===== src/pdff_speed_controller_core_defines.svh =====
// ----------------------------------------------------------------------------
// PDFF speed controller assertion macros
// Clocked assertion wrappers, compiled out when NO_ASSERTIONS is set.
// ----------------------------------------------------------------------------
`ifndef PDFF_SPEED_CONTROLLER_CORE_DEFINES_SVH
`define PDFF_SPEED_CONTROLLER_CORE_DEFINES_SVH

`ifndef NO_ASSERTIONS
// Assertion that is switched off while reset is high
`define PDFF_ASSERT(name, clk, rst, prop, msg) \
   name: assert property (@(posedge clk) disable iff (rst) prop) else $error(msg);
// Assertion that also holds during reset
`define PDFF_ASSERT_ALWAYS(name, clk, prop, msg) \
   name: assert property (@(posedge clk) prop) else $error(msg);
`else
`define PDFF_ASSERT(name, clk, rst, prop, msg)
`define PDFF_ASSERT_ALWAYS(name, clk, prop, msg)
`endif

`endif


===== src/pdff_pkg.sv =====
// ----------------------------------------------------------------------------
// PDFF speed controller package
// Shared types, register indexes and constants.
// ----------------------------------------------------------------------------
package pdff_pkg;

   // Register indexes of the configuration port
   localparam logic [2:0] REG_FEEDFORWARD_GAIN = 3'd0;
   localparam logic [2:0] REG_DAMPING_GAIN     = 3'd1;
   localparam logic [2:0] REG_PROP_GAIN        = 3'd2;
   localparam logic [2:0] REG_INTEG_GAIN       = 3'd3;
   localparam logic [2:0] REG_OUTPUT_SCALE     = 3'd4;

   // Reset values
   localparam logic [15:0] FEEDFORWARD_GAIN_RST = 16'd4096;
   localparam logic [15:0] DAMPING_GAIN_RST     = 16'd4096;

   // Saturation flag codes
   localparam logic [1:0] SAT_FREE      = 2'd0;
   localparam logic [1:0] SAT_NEG_LIMIT = 2'd1;
   localparam logic [1:0] SAT_POS_LIMIT = 2'd2;
   localparam logic [1:0] SAT_HOLD      = 2'd3;

   // Fixed-point shifts and output limits
   localparam int unsigned Q_WEIGHT  = 12;
   localparam int unsigned Q_INTEG   = 10;
   localparam int unsigned Q_SCALE   = 38;
   localparam logic signed [25:0] OUT_POS_LIMIT = 26'sd32767;
   localparam logic signed [25:0] OUT_NEG_LIMIT = -26'sd32767;

   typedef struct packed {
      logic [15:0] feedforward_gain;
      logic [15:0] damping_gain;
      logic [15:0] prop_gain;
      logic [15:0] integ_gain;
      logic [31:0] output_scale;
   } gains_type;

   // Operand pair presented to the shared multiplier
   typedef enum logic [2:0] {
      MUL_NONE = 3'd0,
      MUL_REF  = 3'd1,
      MUL_FB   = 3'd2,
      MUL_KP   = 3'd3,
      MUL_KI   = 3'd4,
      MUL_LO   = 3'd5,
      MUL_HI   = 3'd6
   } mul_sel_type;

   typedef struct packed {
      logic        load_in;
      mul_sel_type mul_sel;
      logic        load_refw;
      logic        load_total;
      logic        upd_sum;
      logic        add_sum;
      logic        load_lo;
      logic        load_out;
   } cmd_type;

endpackage


===== src/pdff_csr.sv =====
// ----------------------------------------------------------------------------
// PDFF configuration registers
// Holds the gains and the output scale written through the register port.
// ----------------------------------------------------------------------------
module pdff_csr
   import pdff_pkg::*;
(
   input  logic        clock,
   input  logic        reset,
   input  logic        csr_valid,
   output logic        csr_ready,
   input  logic [2:0]  csr_index,
   input  logic [31:0] csr_data,
   output gains_type   gains
);

   gains_type gains_ff;
   gains_type gains_in;

   assign csr_ready = 1'b1;
   assign gains     = gains_ff;

   always_comb begin
      gains_in = gains_ff;
      if (csr_valid) begin
         case (csr_index)
            REG_FEEDFORWARD_GAIN: gains_in.feedforward_gain = csr_data[15:0];
            REG_DAMPING_GAIN:     gains_in.damping_gain     = csr_data[15:0];
            REG_PROP_GAIN:        gains_in.prop_gain        = csr_data[15:0];
            REG_INTEG_GAIN:       gains_in.integ_gain       = csr_data[15:0];
            REG_OUTPUT_SCALE:     gains_in.output_scale     = csr_data;
            default:              gains_in = gains_ff;
         endcase
      end
   end

   always_ff @(posedge clock) begin
      if (reset) begin
         gains_ff.feedforward_gain <= FEEDFORWARD_GAIN_RST;
         gains_ff.damping_gain     <= DAMPING_GAIN_RST;
         gains_ff.prop_gain        <= '0;
         gains_ff.integ_gain       <= '0;
         gains_ff.output_scale     <= '0;
      end else begin
         gains_ff <= gains_in;
      end
   end

endmodule


===== src/pdff_ctrl.sv =====
// ----------------------------------------------------------------------------
// PDFF controller
// Sequences one item through the shared multiplier and drives the handshakes.
// ----------------------------------------------------------------------------
`include "pdff_speed_controller_core_defines.svh"

module pdff_ctrl
   import pdff_pkg::*;
(
   input  logic    clock,
   input  logic    reset,
   input  logic    req_valid,
   output logic    req_stall,
   output logic    rsp_valid,
   input  logic    rsp_stall,
   output cmd_type cmd
);

   typedef enum logic [9:0] {
      ST_IDLE = 10'b0000000001,
      ST_MREF = 10'b0000000010,
      ST_MFB  = 10'b0000000100,
      ST_MKP  = 10'b0000001000,
      ST_MKI  = 10'b0000010000,
      ST_ACC  = 10'b0000100000,
      ST_ADD  = 10'b0001000000,
      ST_MLO  = 10'b0010000000,
      ST_MHI  = 10'b0100000000,
      ST_FIN  = 10'b1000000000
   } state_type;

   state_type state_ff;
   state_type state_in;
   logic      rsp_valid_ff;
   logic      rsp_valid_in;
   logic      out_blocked;

   assign req_stall   = (state_ff != ST_IDLE);
   assign rsp_valid   = rsp_valid_ff;
   assign out_blocked = rsp_valid_ff && rsp_stall;

   always_comb begin
      state_in = state_ff;
      cmd      = '0;
      cmd.mul_sel = MUL_NONE;
      case (state_ff)
         ST_IDLE: begin
            if (req_valid) begin
               cmd.load_in = 1'b1;
               state_in    = ST_MREF;
            end
         end
         ST_MREF: begin
            cmd.mul_sel = MUL_REF;
            state_in    = ST_MFB;
         end
         ST_MFB: begin
            cmd.mul_sel   = MUL_FB;
            cmd.load_refw = 1'b1;
            state_in      = ST_MKP;
         end
         ST_MKP: begin
            cmd.mul_sel = MUL_KP;
            state_in    = ST_MKI;
         end
         ST_MKI: begin
            cmd.mul_sel    = MUL_KI;
            cmd.load_total = 1'b1;
            state_in       = ST_ACC;
         end
         ST_ACC: begin
            cmd.upd_sum = 1'b1;
            state_in    = ST_ADD;
         end
         ST_ADD: begin
            cmd.add_sum = 1'b1;
            state_in    = ST_MLO;
         end
         ST_MLO: begin
            cmd.mul_sel = MUL_LO;
            state_in    = ST_MHI;
         end
         ST_MHI: begin
            cmd.mul_sel = MUL_HI;
            cmd.load_lo = 1'b1;
            state_in    = ST_FIN;
         end
         ST_FIN: begin
            // hold the finished product until the output register frees up;
            // keep the upper multiply selected so the product register holds
            cmd.mul_sel = MUL_HI;
            if (!out_blocked) begin
               cmd.load_out = 1'b1;
               state_in     = ST_IDLE;
            end
         end
         default: state_in = ST_IDLE;
      endcase
   end

   always_comb begin
      rsp_valid_in = rsp_valid_ff;
      if (cmd.load_out) begin
         rsp_valid_in = 1'b1;
      end else if (rsp_valid_ff && !rsp_stall) begin
         rsp_valid_in = 1'b0;
      end
   end

   always_ff @(posedge clock) begin
      if (reset) begin
         state_ff     <= ST_IDLE;
         rsp_valid_ff <= 1'b0;
      end else begin
         state_ff     <= state_in;
         rsp_valid_ff <= rsp_valid_in;
      end
   end

   `PDFF_ASSERT(a_accept_starts, clock, reset,
      req_valid && !req_stall |=> state_ff == ST_MREF,
      "accepted item did not start the multiply sequence")
   `PDFF_ASSERT(a_rsp_from_fin, clock, reset,
      $rose(rsp_valid_ff) |-> $past(state_ff == ST_FIN),
      "result appeared without finishing an item")
   `PDFF_ASSERT(a_fin_holds, clock, reset,
      state_ff == ST_FIN && out_blocked |=> state_ff == ST_FIN && rsp_valid_ff,
      "finished item dropped while the output was stalled")

endmodule


===== src/pdff_dp.sv =====
// ----------------------------------------------------------------------------
// PDFF datapath
// Shared 33x33 multiplier, integral accumulator, scaling and output clamp.
// ----------------------------------------------------------------------------
`include "pdff_speed_controller_core_defines.svh"

module pdff_dp
   import pdff_pkg::*;
(
   input  logic        clock,
   input  logic        reset,
   input  cmd_type     cmd,
   input  gains_type   gains,
   input  logic [31:0] req_reference,
   input  logic [31:0] req_feedback_prop,
   input  logic [31:0] req_feedback_integ,
   input  logic [1:0]  req_sat_state,
   output logic [15:0] rsp_drive_out
);

   logic [31:0] ref_ff;
   logic [31:0] fbp_ff;
   logic [31:0] fbi_ff;
   logic [1:0]  sat_ff;
   logic [63:0] prod_ff;
   logic [63:0] prod_in;
   logic [31:0] refw_ff;
   logic [63:0] total_ff;
   logic [63:0] total_in;
   logic [63:0] sum_ff;
   logic [63:0] sum_in;
   logic [31:0] lo_ff;
   logic [15:0] drive_ff;
   logic [15:0] drive_in;

   logic signed [32:0] mul_a;
   logic signed [32:0] mul_b;
   logic signed [65:0] mul_full;
   logic [31:0] diff;
   logic [31:0] err;
   logic        err_neg;
   logic        err_pos;
   logic        sum_add;
   logic [31:0] hi32;
   logic signed [25:0] scaled;

   assign diff    = refw_ff - prod_ff[Q_WEIGHT +: 32];
   assign err     = ref_ff - fbi_ff;
   assign err_neg = err[31];
   assign err_pos = !err[31] && (err != '0);
   assign sum_add = (sat_ff == SAT_FREE) ||
                    ((sat_ff == SAT_NEG_LIMIT) && err_pos) ||
                    ((sat_ff == SAT_POS_LIMIT) && err_neg);

   always_comb begin
      mul_a = '0;
      mul_b = '0;
      case (cmd.mul_sel)
         MUL_REF: begin
            mul_a = {ref_ff[31], ref_ff};
            mul_b = {17'b0, gains.feedforward_gain};
         end
         MUL_FB: begin
            mul_a = {fbp_ff[31], fbp_ff};
            mul_b = {17'b0, gains.damping_gain};
         end
         MUL_KP: begin
            mul_a = {diff[31], diff};
            mul_b = {17'b0, gains.prop_gain};
         end
         MUL_KI: begin
            mul_a = {err[31], err};
            mul_b = {17'b0, gains.integ_gain};
         end
         MUL_LO: begin
            mul_a = {1'b0, total_ff[31:0]};
            mul_b = {1'b0, gains.output_scale};
         end
         MUL_HI: begin
            mul_a = {1'b0, total_ff[63:32]};
            mul_b = {1'b0, gains.output_scale};
         end
         default: begin
            mul_a = '0;
            mul_b = '0;
         end
      endcase
   end

   assign mul_full = mul_a * mul_b;
   assign prod_in  = mul_full[63:0];

   always_comb begin
      sum_in = sum_ff;
      if (cmd.upd_sum) begin
         if (gains.integ_gain == '0) begin
            sum_in = '0;
         end else if (sum_add) begin
            sum_in = sum_ff + prod_ff;
         end
      end
   end

   always_comb begin
      total_in = total_ff;
      if (cmd.load_total) begin
         total_in = prod_ff;
      end else if (cmd.add_sum) begin
         total_in = total_ff + 64'($signed(sum_ff) >>> Q_INTEG);
      end
   end

   // upper word of the 64-bit wrapped product; keep bits 63..38 as signed
   assign hi32   = lo_ff + prod_ff[31:0];
   assign scaled = $signed(hi32[31:Q_SCALE - 32]);

   always_comb begin
      if (scaled > OUT_POS_LIMIT) begin
         drive_in = OUT_POS_LIMIT[15:0];
      end else if (scaled < OUT_NEG_LIMIT) begin
         drive_in = OUT_NEG_LIMIT[15:0];
      end else begin
         drive_in = scaled[15:0];
      end
   end

   always_ff @(posedge clock) begin
      if (reset) begin
         sum_ff <= '0;
      end else begin
         sum_ff <= sum_in;
      end
   end

   always_ff @(posedge clock) begin
      if (cmd.load_in) begin
         ref_ff <= req_reference;
         fbp_ff <= req_feedback_prop;
         fbi_ff <= req_feedback_integ;
         sat_ff <= req_sat_state;
      end
      if (cmd.load_refw) begin
         refw_ff <= prod_ff[Q_WEIGHT +: 32];
      end
      if (cmd.load_lo) begin
         lo_ff <= prod_ff[63:32];
      end
      if (cmd.load_out) begin
         drive_ff <= drive_in;
      end
      prod_ff  <= prod_in;
      total_ff <= total_in;
   end

   assign rsp_drive_out = drive_ff;

   `PDFF_ASSERT(a_zero_ki_clears, clock, reset,
      cmd.upd_sum && gains.integ_gain == '0 |=> sum_ff == '0,
      "integral sum not cleared with zero integral gain")
   `PDFF_ASSERT(a_hold_keeps_sum, clock, reset,
      cmd.upd_sum && sat_ff == SAT_HOLD && gains.integ_gain != '0 |=> $stable(sum_ff),
      "integral sum changed while held")
   `PDFF_ASSERT(a_out_in_range, clock, reset,
      cmd.load_out |-> $signed(drive_in) <= 16'sd32767 && $signed(drive_in) >= -16'sd32767,
      "clamped output out of range")

endmodule


===== src/pdff_speed_controller_core.sv =====
// ----------------------------------------------------------------------------
// PDFF speed controller core
// Top level: configuration registers, controller and datapath.
// ----------------------------------------------------------------------------
// Each accepted item runs through the states MREF, MFB, MKP, MKI, ACC, ADD,
// MLO, MHI and FIN before the next is accepted: six passes through one shared
// 33x33 multiplier (feedforward weight, feedback weight, proportional gain,
// integral gain and the two halves of the output scale), the accumulator
// update, the integral add and the clamp. FIN loads the result into an output
// register, waiting while a stalled result still sits there; the next item is
// taken while the result waits. Gains are written at any time through the csr
// port and must only change while no item is in progress.
module pdff_speed_controller_core
   import pdff_pkg::*;
(
   input  logic        clock,
   input  logic        reset,
   input  logic        req_valid,
   output logic        req_stall,
   input  logic [31:0] req_reference,
   input  logic [31:0] req_feedback_prop,
   input  logic [31:0] req_feedback_integ,
   input  logic [1:0]  req_sat_state,
   output logic        rsp_valid,
   input  logic        rsp_stall,
   output logic [15:0] rsp_drive_out,
   input  logic        csr_valid,
   output logic        csr_ready,
   input  logic [2:0]  csr_index,
   input  logic [31:0] csr_data
);

   gains_type gains;
   cmd_type   cmd;

   pdff_csr u_csr (
      .clock     (clock),
      .reset     (reset),
      .csr_valid (csr_valid),
      .csr_ready (csr_ready),
      .csr_index (csr_index),
      .csr_data  (csr_data),
      .gains     (gains)
   );

   pdff_ctrl u_ctrl (
      .clock     (clock),
      .reset     (reset),
      .req_valid (req_valid),
      .req_stall (req_stall),
      .rsp_valid (rsp_valid),
      .rsp_stall (rsp_stall),
      .cmd       (cmd)
   );

   pdff_dp u_dp (
      .clock              (clock),
      .reset              (reset),
      .cmd                (cmd),
      .gains              (gains),
      .req_reference      (req_reference),
      .req_feedback_prop  (req_feedback_prop),
      .req_feedback_integ (req_feedback_integ),
      .req_sat_state      (req_sat_state),
      .rsp_drive_out      (rsp_drive_out)
   );

endmodule


===== config.mk =====
export PLATFORM = sky130hd
export DESIGN_NAME = pdff_speed_controller_core
export DESIGN_NICKNAME = d
export VERILOG_FILES = /design/src/pdff_pkg.sv /design/src/pdff_csr.sv /design/src/pdff_ctrl.sv /design/src/pdff_dp.sv /design/src/pdff_speed_controller_core.sv
export VERILOG_INCLUDE_DIRS = /design/src /design/src/src
export SDC_FILE = /design/constraint.sdc
export NUM_CORES = 2
export LEC_CHECK = 0
export BUFFER_PORTS_ARGS = -buffer_cell sky130_fd_sc_hd__buf_2
export CORE_UTILIZATION = 65
export CTS_CLUSTER_SIZE = 30
export DETAILED_ROUTE_END_ITERATION = 8
export GPL_TIMING_DRIVEN = 1
export PLACE_DENSITY = 0.8
export SLEW_MARGIN = 10
export SYNTH_ARGS = -nofsm -noshare
export SYNTH_HDL_FRONTEND = slang
export SYNTH_SLANG_ARGS = --single-unit

===== constraint.sdc =====
create_clock -name clock -period 14.4 [get_ports clock]
set_input_delay 2.88 -clock clock [delete_from_list [all_inputs] [get_ports clock]]
set_output_delay 2.88 -clock clock [all_outputs]
set_load 0.01 [all_outputs]

# Yosys cells after proc, flatten, opt, wreduce, memory -nomap -nowiden
# Cells that the tools add are included.
[totals]
wordCells = 99
register_bits = 477
in_bits = 138
[op_classes]
order_cmp = 2
reduce_logical = 26
eq_ne = 25
mul = 1
mux = 22
n_addsub = 5
[ops]
columns = ["cell", "n"]
rows = [
  ["$mux W64", 4],
  ["$pmux W33 S6", 1],
  ["$pmux W32 S5", 1],
  ["$add A64 B64 Y64", 2],
  ["$pmux W10 S10", 1],
  ["$mul A33 B33 Y64", 1],
  ["$sub A32 B32 Y32", 2],
  ["$add A32 B32 Y32", 1],
  ["$reduce_bool A32 Y1", 1],
  ["$gt A26 B16 Y1 const B", 1],
  ["$lt A26 B16 Y1 const B", 1],
  ["$mux W10", 2],
  ["$pmux W3 S6", 1],
  ["$logic_not A16 Y1", 1],
  ["$mux W16", 1],
  ["$reduce_and A2 Y1", 7],
  ["$eq A3 B2 Y1 const B", 4],
  ["$eq A3 B3 Y1 const B", 4],
  ["$mux W1", 11],
  ["$eq A10 B1 Y1 const B", 1],
  ["$eq A10 B10 Y1 const B", 1],
  ["$eq A10 B2 Y1 const B", 1],
  ["$eq A10 B3 Y1 const B", 1],
  ["$eq A10 B4 Y1 const B", 1],
  ["other kinds (17)", 29],
]

# Depth between registers and ports, before layout
[logic_depth]
depth_word = 8
mapped_depth = 46
ltp_nobuf = 45

# Modules after synthesis
# Synthesis repeated with hierarchy kept, for this count alone.
[unflattened]
cells_unflattened = 7149
hier_area_um2 = 65482.8
[modules_own_cells]
columns = ["mod", "cells_each", "area_per_inst_um2", "n_inst"]
rows = [
  ["pdff_dp", 6699, 60813.3, 1],
  ["pdff_csr", 356, 3913.8, 1],
  ["pdff_ctrl", 94, 755.7, 1],
]

# Worst setup path after synthesis
# OpenSTA, ideal clock, no wires.
[synth_timing]
path_kind = "register to register"
startpoint = "register u_ctrl.state_ff[9]"
endpoint = "register u_dp.prod_ff[60]"
arrival_ns = 11.985
t_required_ns = 14.277
stages_incl_launch_ff = 39
n_path_buf = 2
setup_ns = 0.123
setup_slack_ns = 2.292
synth_period_minus_slack_ns = 12.108
path_cell_list = "dfxtp_1 > nor2_1 > and3_1 > nand2_1 > nor3b_1 > inv_1 > nand3_1 > clkbuf_1 > nand2_1 > nand4_1 > clkbuf_1 > nand2_1 > fa_1 > inv_1 > fa_1 > inv_1 > fa_1 > fa_1 > (+3 left out) > fa_1 > inv_1 > fa_1 > inv_1 > ha_1 > a21o_1 > a21o_1 > a21o_1 > a21o_1 > a2111oi_0 > o21ai_0 > a31oi_1 > o211ai_1 > a31o_2 > a41o_1 > nor3_1 > o21bai_1 > xor2_1"
[synth_via]
elab_chain_len = 7
word_cells_on_any_way = 19
cone_classes = "mul: 1; eq/ne: 13; mux: 3; reduce/logical: 2"
[synth_lines]
columns = ["element", "line", "source"]
rows = [
  ["from (decl)", "pdff_ctrl.sv:32", "state_type state_ff;"],
  ["from (signal assigned)", "pdff_ctrl.sv:115", "state_ff <= state_in;"],
  ["$eq A10 B9 Y1 / $eq A10 B10 Y1 (equally long branches)", "pdff_ctrl.sv:46", "case (state_ff)"],
  ["$reduce_or A2 Y1 (no source line)", "n/a", ""],
  ["$pmux W3 S6 *", "pdff_ctrl.sv:46", ""],
  ["$eq A3 B3 Y1", "pdff_dp.sv:58", "case (cmd.mul_sel)"],
  ["$reduce_or A2 Y1 (no source line)", "n/a", ""],
  ["$pmux W32 S5", "pdff_dp.sv:58", ""],
  ["$mul A33 B33 Y64 *", "pdff_dp.sv:90", "assign mul_full = mul_a * mul_b;"],
  ["net u_dp.mul_full[60]", "pdff_dp.sv:38", "logic signed [65:0] mul_full;"],
  ["to (signal assigned)", "pdff_dp.sv:151", "prod_ff <= prod_in;"],
  ["to (decl)", "pdff_dp.sv:25", "logic [63:0] prod_ff;"],
]
# Mark *: on every way through the listed nets, which the timed path passes. The rest lies on a longest branch.
# A chain may end at the register's enable or synchronous reset.

# Worst setup path in the final report
[layout_timing]
startpoint = "register u_dp.prod_ff[13]"
endpoint = "register u_dp.prod_ff[44]"
[layout_via]
elab_chain_len = 3
[layout_lines]
columns = ["element", "line", "source"]
rows = [
  ["$sub A32 B32 Y32", "pdff_dp.sv:47", "assign diff = refw_ff - prod_ff[Q_WEIGHT +: 32];"],
  ["$pmux W33 S6", "pdff_dp.sv:58", ""],
  ["$mul A33 B33 Y64", "pdff_dp.sv:90", ""],
  ["net u_dp.mul_full[44]", "pdff_dp.sv:38", ""],
]
# The timed path passes the listed nets, and every way through them passes these cells.

==> flow_summary.rst <==
.. list-table::
   :header-rows: 1

   * - Metric
     - Value
   * - Global-route wire length before repair
     - roughly 340000 um
   * - Cell internal power dissipation
     - 0.00316 W
   * - Routed vias
     - 55000
   * - DRC violation count after routing
     - 0
   * - Synth-to-Final Area Change
     - 6.32%
   * - Std-Cell Core Area
     - just under 0.1 mm^2
   * - GRT Total Usage
     - 46.3%
   * - Critical Path Sink Type
     - flop
   * - Die Footprint
     - between 0.1 and 0.15 mm^2
   * - Net switching component of the power
     - roughly 0.0020 W
   * - Vias/cell
     - about 6.4
   * - Worst-case headroom to the max-slew limit
     - roughly 7.7%
   * - Yosys warning count
     - 0
   * - Initial drt markers
     - 6742
   * - Placement Setup Slack
     - approximately 2.2 ns
   * - Count of standard-cell rows
     - between 100 and 150
   * - Number of gates given a new drive strength after cts
     - 0
   * - Worst path required time
     - approximately 15 ns
   * - Share of synthesized area occupied by flip-flops and latches
     - 18.5%
   * - Sort of element at the start of the critical path
     - flop
   * - Fin crit period
     - between 10 and 15 ns
   * - GRT Residual Overflow
     - 0
   * - Number of global-route vias before repair
     - between 50000 and 60000
   * - Number of setup violations in the final report
     - 0
   * - Area share of and/or/nand/nor cells after synthesis
     - about 15%
   * - Min-Delay Startpoint
     - u_csr.gains[2]
   * - Clock Root Buffer
     - sky130_fd_sc_hd__clkbuf_16
   * - Power density over the cells
     - around 75 mW/mm^2
   * - Cell with the largest stage delay on the worst path
     - sky130_fd_sc_hd__a221oi_4
   * - Start of the worst register-to-register path
     - u_dp.prod_ff[13]
   * - RSZ-0062 raised after global routing
     - false
   * - Per-instance average area after synthesis
     - roughly 8.9 um^2
   * - Setup_tns
     - 0 ns
   * - Die Width
     - 318 um
   * - Run status
     - completed
   * - Number of ports placed on the die boundary
     - 157
   * - Hold-fix buffer count after cts
     - 0
   * - Critical Path AT
     - roughly 13 ns
   * - Power share of the combinational group
     - between 40% and 50%
   * - Share of final-layout standard cells stronger than drive strength 1
     - under 10%
   * - Routability cong.
     - between 1 and 1.5
   * - Static power due to leakage
     - roughly 33 nW
   * - Clk Latency, worst-skew pair
     - roughly 0.66 ns
   * - Vert. Die Dim
     - 318 um
   * - Dominant combinational cell family by area after synthesis
     - adder cells
   * - Area contributors post-synth
     - sky130_fd_sc_hd__fa_1 34%, sky130_fd_sc_hd__edfxtp_1 11%, sky130_fd_sc_hd__ha_1 7.8%
   * - Fillcell total
     - between 7000 and 8000
   * - Antenna violation net count after detailed routing
     - 0
   * - Commonest cells in the netlist
     - 1283 x sky130_fd_sc_hd__inv_1, 1097 x sky130_fd_sc_hd__fa_1, 872 x sky130_fd_sc_hd__nor2_1
   * - Number of iterations in the first detailed-routing pass
     - 6
   * - Transition time at the pin with the least slew margin
     - roughly 1.4 ns
   * - Synthesized instance count
     - 7285
   * - Post-synthesis cell type with the largest combined area
     - sky130_fd_sc_hd__fa_1
   * - Number of enable flip-flop cells after synthesis
     - ~240
   * - IO Port Bufs
     - 155
   * - Post-Synth Adder-Cell Area
     - 41.6%
   * - Worst setup path startpoint
     - u_dp.prod_ff[13]
   * - Maximum number of buffers from clock root to sink
     - 3
   * - Startpoint-to-endpoint class of the critical path
     - reg2reg
   * - Maximum achievable frequency
     - a little under 0.08 GHz
   * - Half-perimeter wire length after placement
     - between 150000 and 200000 um
   * - Share of the cycle needed by the critical path after routing
     - around nine tenths
   * - Fraction of the mapped netlist area in compound gates
     - 12.0%
   * - Proportion of netlist area held by the largest area contributor
     - between 30 and 40%
   * - Net count reported at finish
     - 8928
   * - CTS buffer count
     - 52
   * - Distinct cells, synth
     - 93
   * - Class of the most critical hold timing path
     - reg2reg
   * - Fraction of registers with async set/reset
     - 0%
   * - Number of clock sinks
     - around 480
   * - Highest cell delay on the worst timing path
     - 0.85 ns
   * - Largest driver fanout on the critical path
     - 24
   * - Sequential share of power
     - a little under a third
   * - Routed WL per cell
     - 26.8 um
   * - Layout Skew
     - approximately 0.034 ns
   * - Mux contribution to synthesized area
     - 0.123%
   * - Initial cell density of the core
     - 65.8%
   * - Maximum number of pins on one net before global-route repair
     - 73
   * - CTS HTree Levels
     - 2
   * - Crit-path most repeated cell
     - sky130_fd_sc_hd__fa_1
   * - Xor-xnor portion of the synthesized cell area
     - under 10%
   * - Max-slew violations
     - 0
   * - Buffer count from post-CTS setup fixing
     - 0
   * - Clock tree from TritonCTS
     - built
   * - Final hold violations
     - 0
   * - Total of max-cap violations
     - 0
   * - Relative contribution of the clock network to total power
     - 27.0%
   * - Clock slew seen by the registers of the worst setup and hold paths
     - about 0.07 ns
   * - Post-Synthesis Cell Area
     - roughly 0.065 mm^2
   * - Most common cell in the netlist
     - sky130_fd_sc_hd__inv_1
   * - Worst VDD drop
     - between 0.0003 and 0.0004 V
   * - Post-synthesis sequential element count
     - around 480
   * - Switching power share of the total
     - about two fifths
   * - Most common flop cell mapped by yosys
     - sky130_fd_sc_hd__edfxtp_1
   * - Fin worst setup slack
     - 1.68 ns
   * - Sum of routed wire length over all layers
     - 231000 um
   * - Antenna violations before repair
     - 17
[logic make-up after synthesis]
kind of cell	Yosys count
buffers and inverters	1624
other	2
and+or+nand+nor	2240
DFF	477
xor gates and xnor gates	241
adders and majority gates	1501
muxes	8
AOI/OAI and AO/OA	1192
[worst max-delay path, delay by kind of cell (launching register included)]
kind	cells	cell delay (ns)
AOI/OAI and AO/OA	19	5.76
adders and majority gates	10	4.54
and+or+nand+nor	4	0.49
DFF	1	0.46
xor gates and xnor gates	2	0.37
buffers and inverters	7	0.99
[registers in the layout (all words and copies together) (netlist names)]
| signal | flops |
|---|---|
| u_dp.rsp_drive_out | 16 |
| u_dp.sum_ff | 64 |
| u_csr.gains | 96 |
| u_ctrl.state_ff | 10 |
| u_ctrl.rsp_valid | 1 |
| u_dp.fbi_ff | 32 |
| u_dp.total_ff | 64 |
| u_dp.lo_ff | 32 |
| u_dp.prod_ff | 64 |
| u_dp.ref_ff | 32 |
| u_dp.fbp_ff | 32 |
| u_dp.refw_ff | 32 |
| u_dp.sat_ff | 2 |
[layout by cell type (no fill, tap or decap), types with 18 or more instances in the layout]
cell type	synthesis	final
sky130_fd_sc_hd__a211oi_1	29	25
sky130_fd_sc_hd__a21o_1	181	181
sky130_fd_sc_hd__a21oi_1	446	437
sky130_fd_sc_hd__a221o_1	21	21
sky130_fd_sc_hd__a222oi_1	29	29
sky130_fd_sc_hd__a22oi_1	28	28
sky130_fd_sc_hd__a31oi_1	28	28
sky130_fd_sc_hd__and2_1	31	28
sky130_fd_sc_hd__and3_1	43	43
sky130_fd_sc_hd__and4_1	23	18
sky130_fd_sc_hd__buf_2	11	154
sky130_fd_sc_hd__buf_4	1	109
sky130_fd_sc_hd__clkbuf_16	0	56
sky130_fd_sc_hd__conb_1	2	29
sky130_fd_sc_hd__dfxtp_1	235	235
sky130_fd_sc_hd__edfxtp_1	242	242
sky130_fd_sc_hd__fa_1	1097	1097
sky130_fd_sc_hd__ha_1	404	404
sky130_fd_sc_hd__inv_1	1283	1283
sky130_fd_sc_hd__nand2_1	828	824
sky130_fd_sc_hd__nand2b_1	79	79
sky130_fd_sc_hd__nand3_1	118	117
sky130_fd_sc_hd__nand4_1	47	47
sky130_fd_sc_hd__nor2_1	872	869
sky130_fd_sc_hd__nor2b_1	36	36
sky130_fd_sc_hd__nor3_1	43	43
sky130_fd_sc_hd__nor4_1	28	28
sky130_fd_sc_hd__o21a_1	40	40
sky130_fd_sc_hd__o21ai_0	155	155
sky130_fd_sc_hd__o21bai_1	23	22
sky130_fd_sc_hd__or2_2	30	29
sky130_fd_sc_hd__xnor2_1	139	139
sky130_fd_sc_hd__xor2_1	101	101
[power by group through the flow]
stage	Sequential (W)	Clock, W	Combinational (W)
after floorplan	0.00156	0	0.00150
after global placement	0.00160	0	0.00207
after detailed placement	0.00160	0	0.00212
after CTS	0.00157	0.00139	0.00213
after global routing	0.00157	0.00145	0.00238
final	0.00157	0.00140	0.00220
[path summary, 6_finish.rpt]
check	end	slack, ns	depth (start not counted)
worst max-delay path	u_dp.prod_ff[44]	1.68	42
worst min-delay path	u_csr.gains[2]	0.46	2
worst max register to register	u_dp.prod_ff[44]	1.68	42
worst min register to register	u_csr.gains[2]	0.46	2
[metrics by stage]
stage,total power [W],std cells,hold slack [ns],instance area [um^2],utilization [%]
after floorplan,0.00306,7312,0.429,65000,-
after global placement,0.00366,8522,0.441,67200,68.2
after detailed placement,0.00372,8522,0.447,67200,68.2
after CTS,0.00509,8619,0.455,69000,70.0
after global routing,0.00540,8622,0.474,69000,70.0
final,0.00517,8628,0.455,69000,70.0
[layout make-up]
cell class | count | area, um^2 | area share (%)
flip-flops and latches | 477 | 12000 | 17.4
inverters | 1283 | 4820 | 6.98
clock buffers | 74 | 1560 | 2.26
well taps | 1287 | 1610 | 2.33
multi-input cells | 5211 | 47200 | 68.4
clock inverters | 23 | 190 | 0.276
diodes | 9 | 22.5 | 0.0327
repair buffers | 264 | 1610 | 2.33
[per-layer routing]
layer / GRT usage [%] / share of wire (%)
met1: 57.4 / 35
met4: 32.7 / 8.8
met5: 0 / 0.12
met2: 69.0 / 43
met3: 14.5 / 13
(Power assumes the default switching activity.)
